## src/hw/rtl/uer_pkg.sv

```systemverilog
// uer_pkg: word types, constants and the tenths lookup for the echo ranger
// no dependencies; imported by every module of the ranger
`default_nettype none

package uer_pkg;

   localparam int TIMEOUT_BITS = 20;
   localparam int CM_BITS      = 11;
   localparam int TENTHS_BITS  = 4;
   localparam int REM_BITS     = 6;
   localparam int PROD_BITS    = 10;

   localparam logic [TIMEOUT_BITS-1:0] TIMEOUT_RESET = 20'd1000000;
   localparam logic [REM_BITS-1:0]     CM_DIVISOR    = 6'd58;
   localparam logic [REM_BITS-1:0]     REM_LAST      = 6'd57;
   localparam logic [3:0]              TENTHS_SCALE  = 4'd10;

   typedef struct packed {
      logic start_req;
      logic echo;
   } req_type;

   typedef struct packed {
      logic                   trigger;
      logic                   busy_res;
      logic                   done_res;
      logic                   timed_out;
      logic [CM_BITS-1:0]     distance_cm;
      logic [TENTHS_BITS-1:0] distance_tenths;
   } rsp_type;

   // sequencer commands to the distance counter
   typedef struct packed {
      logic load;
      logic step;
   } dist_ctl_type;

   // floor(rem * 10 / 58) for rem below 58
   function automatic logic [TENTHS_BITS-1:0] tenths_of(input logic [REM_BITS-1:0] rem);
      logic [PROD_BITS-1:0]   prod;
      logic [TENTHS_BITS-1:0] count;
      prod  = PROD_BITS'(rem) * PROD_BITS'(TENTHS_SCALE);
      count = '0;
      for (int k = 1; k < 10; k++) begin
         if (prod >= PROD_BITS'(k * 58)) begin
            count = count + TENTHS_BITS'(1);
         end
      end
      return count;
   endfunction

endpackage

`default_nettype wire

```

## src/hw/rtl/ultrasonic_echo_ranger.sv

```systemverilog
// ultrasonic_echo_ranger: top level, input word register, result register, timeout csr
// depends on uer_pkg, uer_seq and uer_dist
`default_nettype none

// Ultrasonic ranging sequencer. Each req word is one microsecond tick with a start
// request and the sampled echo level; each tick word yields exactly one rsp word
// with the trigger level to drive, busy/done/timeout flags and, on a good done,
// the distance in whole centimetres and truncated tenths (echo width / 58). A
// start while idle drives the trigger low TRIG_LOW_TICKS ticks, then high
// TRIG_HIGH_TICKS ticks, then waits for echo to rise; timeout_ticks+1 low ticks
// without a rise end the measurement with timed_out. Echo width saturates at
// 2^WIDTH_BITS-1; distance is tracked incrementally, so no divider is needed.
// Throughput is one word per clock while rsp_stall is low; each word passes through
// the input word register and the result register, sequencer logic between them. A
// stalled result still lets one more req word be taken into the input register.
// csr writes to timeout_ticks take effect on the next tick.
module ultrasonic_echo_ranger
   import uer_pkg::*;
#(
   parameter int TRIG_LOW_TICKS  = 2,
   parameter int TRIG_HIGH_TICKS = 10,
   parameter int WIDTH_BITS      = 16
) (
   input  wire logic                    clock,
   input  wire logic                    reset,
   input  wire logic                    req_valid,
   output      logic                    req_stall,
   input  wire req_type                 req_data,
   output      logic                    rsp_valid,
   input  wire logic                    rsp_stall,
   output      rsp_type                 rsp_data,
   input  wire logic                    csr_write_enable,
   input  wire logic [TIMEOUT_BITS-1:0] csr_write_data
);

   logic                    in_valid_ff, in_valid_in;
   req_type                 in_data_ff;
   logic                    out_valid_ff, out_valid_in;
   rsp_type                 out_data_ff;
   logic [TIMEOUT_BITS-1:0] timeout_ff;
   logic                    out_ready, fire, req_accept;
   rsp_type                 result;
   dist_ctl_type            dist_ctl;
   logic [CM_BITS-1:0]      distance_cm;
   logic [TENTHS_BITS-1:0]  distance_tenths;

   assign out_ready  = !out_valid_ff || !rsp_stall;
   assign fire       = in_valid_ff && out_ready;
   assign req_stall  = in_valid_ff && !out_ready;
   assign req_accept = req_valid && !req_stall;

   always_comb begin
      in_valid_in = in_valid_ff;
      if (req_accept) begin
         in_valid_in = 1'b1;
      end else if (fire) begin
         in_valid_in = 1'b0;
      end
      out_valid_in = out_valid_ff;
      if (fire) begin
         out_valid_in = 1'b1;
      end else if (out_valid_ff && !rsp_stall) begin
         out_valid_in = 1'b0;
      end
   end

   always_ff @(posedge clock) begin
      if (reset) begin
         in_valid_ff  <= 1'b0;
         out_valid_ff <= 1'b0;
         timeout_ff   <= TIMEOUT_RESET;
      end else begin
         in_valid_ff  <= in_valid_in;
         out_valid_ff <= out_valid_in;
         if (csr_write_enable) begin
            timeout_ff <= csr_write_data;
         end
      end
   end

   always_ff @(posedge clock) begin
      if (req_accept) begin
         in_data_ff <= req_data;
      end
      if (fire) begin
         out_data_ff <= result;
      end
   end

   uer_seq #(
      .TRIG_LOW_TICKS  (TRIG_LOW_TICKS),
      .TRIG_HIGH_TICKS (TRIG_HIGH_TICKS)
   ) u_seq (
      .clock           (clock),
      .reset           (reset),
      .fire            (fire),
      .item            (in_data_ff),
      .timeout_ticks   (timeout_ff),
      .distance_cm     (distance_cm),
      .distance_tenths (distance_tenths),
      .dist_ctl        (dist_ctl),
      .result          (result)
   );

   uer_dist #(
      .WIDTH_BITS (WIDTH_BITS)
   ) u_dist (
      .clock           (clock),
      .reset           (reset),
      .dist_ctl        (dist_ctl),
      .distance_cm     (distance_cm),
      .distance_tenths (distance_tenths)
   );

   assign rsp_valid = out_valid_ff;
   assign rsp_data  = out_data_ff;

endmodule

`default_nettype wire

```

## src/hw/rtl/uer_dist.sv

```systemverilog
// uer_dist: echo width counter kept together with its quotient and remainder by 58
// depends on uer_pkg
`default_nettype none

module uer_dist
   import uer_pkg::*;
#(
   parameter int WIDTH_BITS = 16
) (
   input  wire logic                   clock,
   input  wire logic                   reset,
   input  wire dist_ctl_type           dist_ctl,
   output      logic [CM_BITS-1:0]     distance_cm,
   output      logic [TENTHS_BITS-1:0] distance_tenths
);

   logic [WIDTH_BITS-1:0] width_ff, width_in;
   logic [CM_BITS-1:0]    cm_ff, cm_in;
   logic [REM_BITS-1:0]   rem_ff, rem_in;

   // quotient is kept modulo 2^CM_BITS, the width of the distance_cm output
   always_comb begin
      width_in = width_ff;
      cm_in    = cm_ff;
      rem_in   = rem_ff;
      if (dist_ctl.load) begin
         width_in = WIDTH_BITS'(1);
         cm_in    = '0;
         rem_in   = REM_BITS'(1);
      end else if (dist_ctl.step && (width_ff != {WIDTH_BITS{1'b1}})) begin
         width_in = width_ff + WIDTH_BITS'(1);
         if (rem_ff == REM_LAST) begin
            rem_in = '0;
            cm_in  = cm_ff + CM_BITS'(1);
         end else begin
            rem_in = rem_ff + REM_BITS'(1);
         end
      end
   end

   always_ff @(posedge clock) begin
      if (reset) begin
         width_ff <= '0;
         cm_ff    <= '0;
         rem_ff   <= '0;
      end else begin
         width_ff <= width_in;
         cm_ff    <= cm_in;
         rem_ff   <= rem_in;
      end
   end

   assign distance_cm     = cm_ff;
   assign distance_tenths = tenths_of(rem_ff);

endmodule

`default_nettype wire

```

## src/hw/rtl/uer_seq.sv

```systemverilog
// uer_seq: trigger / wait / measure sequencer, forms one result word per tick word
// depends on uer_pkg; drives uer_dist through a dist_ctl_type command
`default_nettype none

module uer_seq
   import uer_pkg::*;
#(
   parameter int TRIG_LOW_TICKS  = 2,
   parameter int TRIG_HIGH_TICKS = 10
) (
   input  wire logic                    clock,
   input  wire logic                    reset,
   input  wire logic                    fire,
   input  wire req_type                 item,
   input  wire logic [TIMEOUT_BITS-1:0] timeout_ticks,
   input  wire logic [CM_BITS-1:0]      distance_cm,
   input  wire logic [TENTHS_BITS-1:0]  distance_tenths,
   output      dist_ctl_type            dist_ctl,
   output      rsp_type                 result
);

   typedef enum logic [2:0] {
      PH_IDLE      = 3'd0,
      PH_TRIG_LOW  = 3'd1,
      PH_TRIG_HIGH = 3'd2,
      PH_WAIT_RISE = 3'd3,
      PH_MEASURE   = 3'd4
   } phase_type;

   phase_type                phase_ff, phase_in, phase_cur;
   logic [TIMEOUT_BITS-1:0]  tick_ff, tick_in, tick_cur, tick_inc;
   dist_ctl_type             ctl;

   always_comb begin
      phase_cur = phase_ff;
      tick_cur  = tick_ff;
      if ((phase_ff == PH_IDLE) && item.start_req) begin
         phase_cur = PH_TRIG_LOW;
         tick_cur  = '0;
      end
      tick_inc = tick_cur + TIMEOUT_BITS'(1);

      phase_in = phase_cur;
      tick_in  = tick_cur;
      ctl      = '0;
      result   = '0;

      unique case (phase_cur)
         PH_IDLE: begin
         end
         PH_TRIG_LOW: begin
            result.busy_res = 1'b1;
            tick_in         = tick_inc;
            if (tick_inc >= TIMEOUT_BITS'(TRIG_LOW_TICKS)) begin
               phase_in = PH_TRIG_HIGH;
               tick_in  = '0;
            end
         end
         PH_TRIG_HIGH: begin
            result.busy_res = 1'b1;
            result.trigger  = 1'b1;
            tick_in         = tick_inc;
            if (tick_inc >= TIMEOUT_BITS'(TRIG_HIGH_TICKS)) begin
               phase_in = PH_WAIT_RISE;
               tick_in  = '0;
            end
         end
         PH_WAIT_RISE: begin
            result.busy_res = 1'b1;
            if (item.echo) begin
               phase_in = PH_MEASURE;
               ctl.load = 1'b1;
            end else if (tick_cur == timeout_ticks) begin
               result.done_res  = 1'b1;
               result.timed_out = 1'b1;
               phase_in         = PH_IDLE;
               tick_in          = '0;
            end else begin
               tick_in = tick_inc;
            end
         end
         PH_MEASURE: begin
            result.busy_res = 1'b1;
            if (item.echo) begin
               ctl.step = 1'b1;
            end else begin
               result.done_res        = 1'b1;
               result.distance_cm     = distance_cm;
               result.distance_tenths = distance_tenths;
               phase_in               = PH_IDLE;
               tick_in                = '0;
            end
         end
         default: begin
            // stray phase code falls back to idle
            phase_in = PH_IDLE;
         end
      endcase
   end

   assign dist_ctl = '{load: fire && ctl.load, step: fire && ctl.step};

   always_ff @(posedge clock) begin
      if (reset) begin
         phase_ff <= PH_IDLE;
         tick_ff  <= '0;
      end else if (fire) begin
         phase_ff <= phase_in;
         tick_ff  <= tick_in;
      end
   end

endmodule

`default_nettype wire
```

## config.mk

```make
export PLATFORM = sky130hd
export DESIGN_NAME = ultrasonic_echo_ranger
export DESIGN_NICKNAME = d
export VERILOG_FILES = /design/src/hw/rtl/uer_pkg.sv /design/src/hw/rtl/ultrasonic_echo_ranger.sv /design/src/hw/rtl/uer_dist.sv /design/src/hw/rtl/uer_seq.sv
export SDC_FILE = /design/constraint.sdc
export NUM_CORES = 1
export LEC_CHECK = 0
export BUFFER_PORTS_ARGS = -buffer_cell sky130_fd_sc_hd__buf_2
export CORE_MARGIN = 2
export CORE_UTILIZATION = 35
export DETAILED_ROUTE_END_ITERATION = 8
export SLEW_MARGIN = 5
export SYNTH_ARGS = -nofsm -noshare
export SYNTH_HDL_FRONTEND = slang
export SYNTH_SLANG_ARGS = --single-unit
export TNS_END_PERCENT = 20
```

## constraint.sdc

```tcl
create_clock -name clock -period 18 [get_ports clock]
set_clock_uncertainty 0.2 [all_clocks]
set_input_delay 1.8 -clock clock [delete_from_list [all_inputs] [get_ports clock]]
set_output_delay 1.8 -clock clock [all_outputs]
set_load 0.01 [all_outputs]
```

==> summary.md <==
| Metric | Value |
|---|---|
| CP arrival | `6.58 ns` |
| DR iter-0 viols | `around 340` |
| DR pass1 iterations | `5` |
| CP endpoint kind | `flip-flop` |
| Final worst hold slack | `0.296 ns` |
| Layout cells sized above 1 | `11.0%` |
| Placed Instances | `992` |
| Tcrit/Tclk final | `between 30% and 40%` |
| Antenna violations before repair | `0` |
| Setup TNS | `0 ns` |
| Routed via count | `5461` |
| GRT Resource Usage Total | `~15%` |
| Setup WS post-layout | `11.34 ns` |
| Syn. warnings | `0` |
| Post-detail-place hpwl | `~10000 µm` |
| Max-slew violations | `0` |
| Root buffer cell | `clkbuf_16` |
| Pwr per Cell Area | `about 67 nW/µm²` |
| Slew @ Worst Pin | `approximately 1.0 ns` |
| Total CTS buffers | `9` |
| Layout area overhead | `10.6%` |
| Critical Path RT | `roughly 18 ns` |
| Fmax | `around 150 MHz` |
| Remaining antenna violation count | `0` |
| Global-route wire length before repair | `between 20000 and 25000 µm` |
| Crit Path Class | `flip-flop to flip-flop` |
| Core area | `approximately 18000 µm²` |
| Placed Area | `around 6700 µm²` |
| Setup Slack @ Placement | `approximately 11 ns` |
| Post-synth EDFFs | `21` |
| Share of the synthesized area in the top cell type | `approximately a quarter` |
| Origin of the critical flop-to-flop path | `u_dist.rem_ff[1]` |
| Wirelength, routed | `14500 µm` |
| Startpoint Class | `flip-flop` |
| Cell taking the most area after synthesis | `dfxtp_1` |
| Post-synth top flop | `dfxtp_1` |
| Post-synthesis sequential area ratio | `34.6%` |
| Most common cell in the netlist | `nor2_1` |
| Via density | `approximately 5.4` |
| Number of clock sinks | `between 90 and 100` |
| Antenna diode count | `0` |
| # port buffers | `47` |
| Non-Filler Instances | `about 1000` |
| Number of synthesized register bits | `99` |
| DRC | `0` |
| H-tree Lvls | `3` |
| Worst hold path class | `flip-flop to flip-flop` |
| Most frequent cells after synthesis | `nor2_1, dfxtp_1, nand2_1` |
| RD Place Congestion | `just over 0.8` |
| Hold path depth | `2` |
| Crit path launch | `u_dist.rem_ff[1]` |
| Final instance area | `around 7000 µm²` |
| Max-Cap Viols | `0` |
| R2R cell count | `28` |
| Final setup fails | `0` |
| FF-to-FF End | `rsp_data[3]` |
| Vias in the first global route | `around 4900` |
| Hold path endpoint | `u_dist.width_ff[5]` |
| Row count | `slightly below 50` |
| Final nets | `about 830` |
| Most frequent CP cell | `ha_1` |
| Syn Nets | `811` |
| Initial core utilization | `a little over a third` |
| Synth cell types | `78` |
| LEAKAGE | `0.00261 µW` |
| Die width | `~140 µm` |
| Clock slew at reported path FFs | `approximately 0.090 ns` |
| Syn_area_per_cell | `roughly 8.3 µm²` |
| Dominant cells by area after synthesis | `dfxtp_1, edfxtp_1, nor2_1` |
| Gr ovfl total | `0` |
| Worst rel slew slack | `30.6%` |
| Die Ht | `139 µm` |
| DR WL/cell | `roughly 14 µm` |
| # hold bufs at CTS | `0` |
| CP Max Fanout | `9` |
| Post-CTS sizing | `0` |
| Ports | `48` |
| CTS Buffer Depth | `2` |
| CTS tree | `done` |
| Worst-Skew Late Latency | `around 0.36 ns` |
| Max VDD drop | `about 0.000047 V` |
| Worst R2R Setup Slack | `roughly 11 ns` |
| Crit-path slowest cell | `fa_1` |
| Hold Vio Cnt, Final | `0` |
| Unrepaired setup endpoints after global routing | `no` |
| Largest net degree at the start of global routing | `47` |
| Syn Inst Count | `760` |
| Fraction of registers with async set/reset | `0%` |
| Fin crit period | `around 6.7 ns` |
| Mapped cell area | `between 6000 and 7000 µm²` |
| HP Start | `u_dist.width_ff[5]` |
| Status | `complete, no violations` |
| Die ar. | `roughly 19000 µm²` |
| Postcts setup bufs | `0` |
| CP max stage delay | `~0.48 ns` |
-- worst max-delay path, delay by kind of cell (launching register included) --
family                   cells  cell delay [ns]
flip-flops                   1             0.41
XOR/XNOR                     5             0.70
adder cells (fa/ha/maj)      7             1.96
AND/OR/NAND/NOR              6             1.29
buffers and inverters        2             0.11
multiplexers                 1             0.26
AO/OA/AOI/OAI                7             1.49
-- area by class of cell --
| type | count | area [µm²] |
|---|---|---|
| clock buffer | 9 | 225 |
| clock inverter | 7 | 91.3 |
| inverter | 22 | 82.6 |
| tap | 229 | 287 |
| multi-input combinational | 591 | 3870 |
| sequential | 99 | 2190 |
| timing repair buffer | 51 | 265 |
| fill | 1834 | 10900 |
-- metal layers --
| metal | track usage [%] | share of wire [%] | up-vias |
|---|---|---|---|
| met2 | 23.8 | 44 | 94 |
| li1 | - | - | 2795 |
| met5 | 0 | 0 | - |
| met1 | 21.4 | 50 | 2554 |
| met3 | 2.11 | 3.2 | 18 |
| met4 | 6.11 | 1.9 | 0 |
-- stage by stage --
stage          power (µW)  util [%]
2_1_floorplan         261         -
3_3_place_gp          271      37.4
3_5_place_dp          271      37.4
4_1_cts               478      39.2
5_1_grt               490      39.2
6_report              470      39.2
-- where the power goes --
part	total, µW	switching, µW	internal [µW]	leakage [µW]
clock	205	104	101	0.000152
sequential	237	4.78	232	0.000823
combinational	29.2	17.3	11.9	0.00163
-- registers in the layout, summed over array words and instances, names as in the netlist, 2 cells and up --
| name | flops |
|---|---|
| in_data_ff | 2 |
| u_seq.phase_ff | 3 |
| u_dist.rem_ff | 6 |
| u_dist.distance_cm | 11 |
| u_dist.width_ff | 16 |
| rsp_data | 19 |
| u_seq.tick_ff | 20 |
| timeout_ff | 20 |
-- cells in the final DEF (no fill, tap or decap), types with 8 or more instances in the layout --
cell	n
nor3_1	12
dfxtp_1	78
edfxtp_1	21
nor2b_1	13
a22oi_1	10
or2_2	8
inv_1	21
nor2_1	103
a31oi_1	10
clkbuf_16	9
o21ai_0	25
xor2_1	30
nand3_1	16
nor4bb_1	9
or3_1	12
a211o_1	13
nand4_1	18
a211oi_1	8
a21oi_1	34
buf_2	47
o32ai_1	9
and2_1	17
xnor2_1	26
and3_1	11
nand2_1	67
ha_1	23
mux2i_1	19
-- worst max path at each step --
stage,to,depth (start not counted)
final,rsp_data[3],28
after global routing,rsp_data[3],29
after CTS,rsp_data[3],29
after detailed placement,rsp_data[3],29
after global placement,rsp_data[3],29
after floorplan,rsp_data[3],29
-- logic make-up (layout without fill, tap and decap cells) --
kind of cell / after synthesis / after routing / share of synthesized area [%]
AND/OR/NAND/NOR: 326 / 326 / 26.4
AO/OA/AOI/OAI: 164 / 164 / 18.6
flip-flops: 99 / 99 / 34.6
buffers and inverters: 70 / 89 / 4.46
XOR/XNOR: 57 / 57 / 7.99
adder cells (fa/ha/maj): 24 / 24 / 4.85
multiplexers: 20 / 20 / 3.18
(Power assumes the default switching activity.)
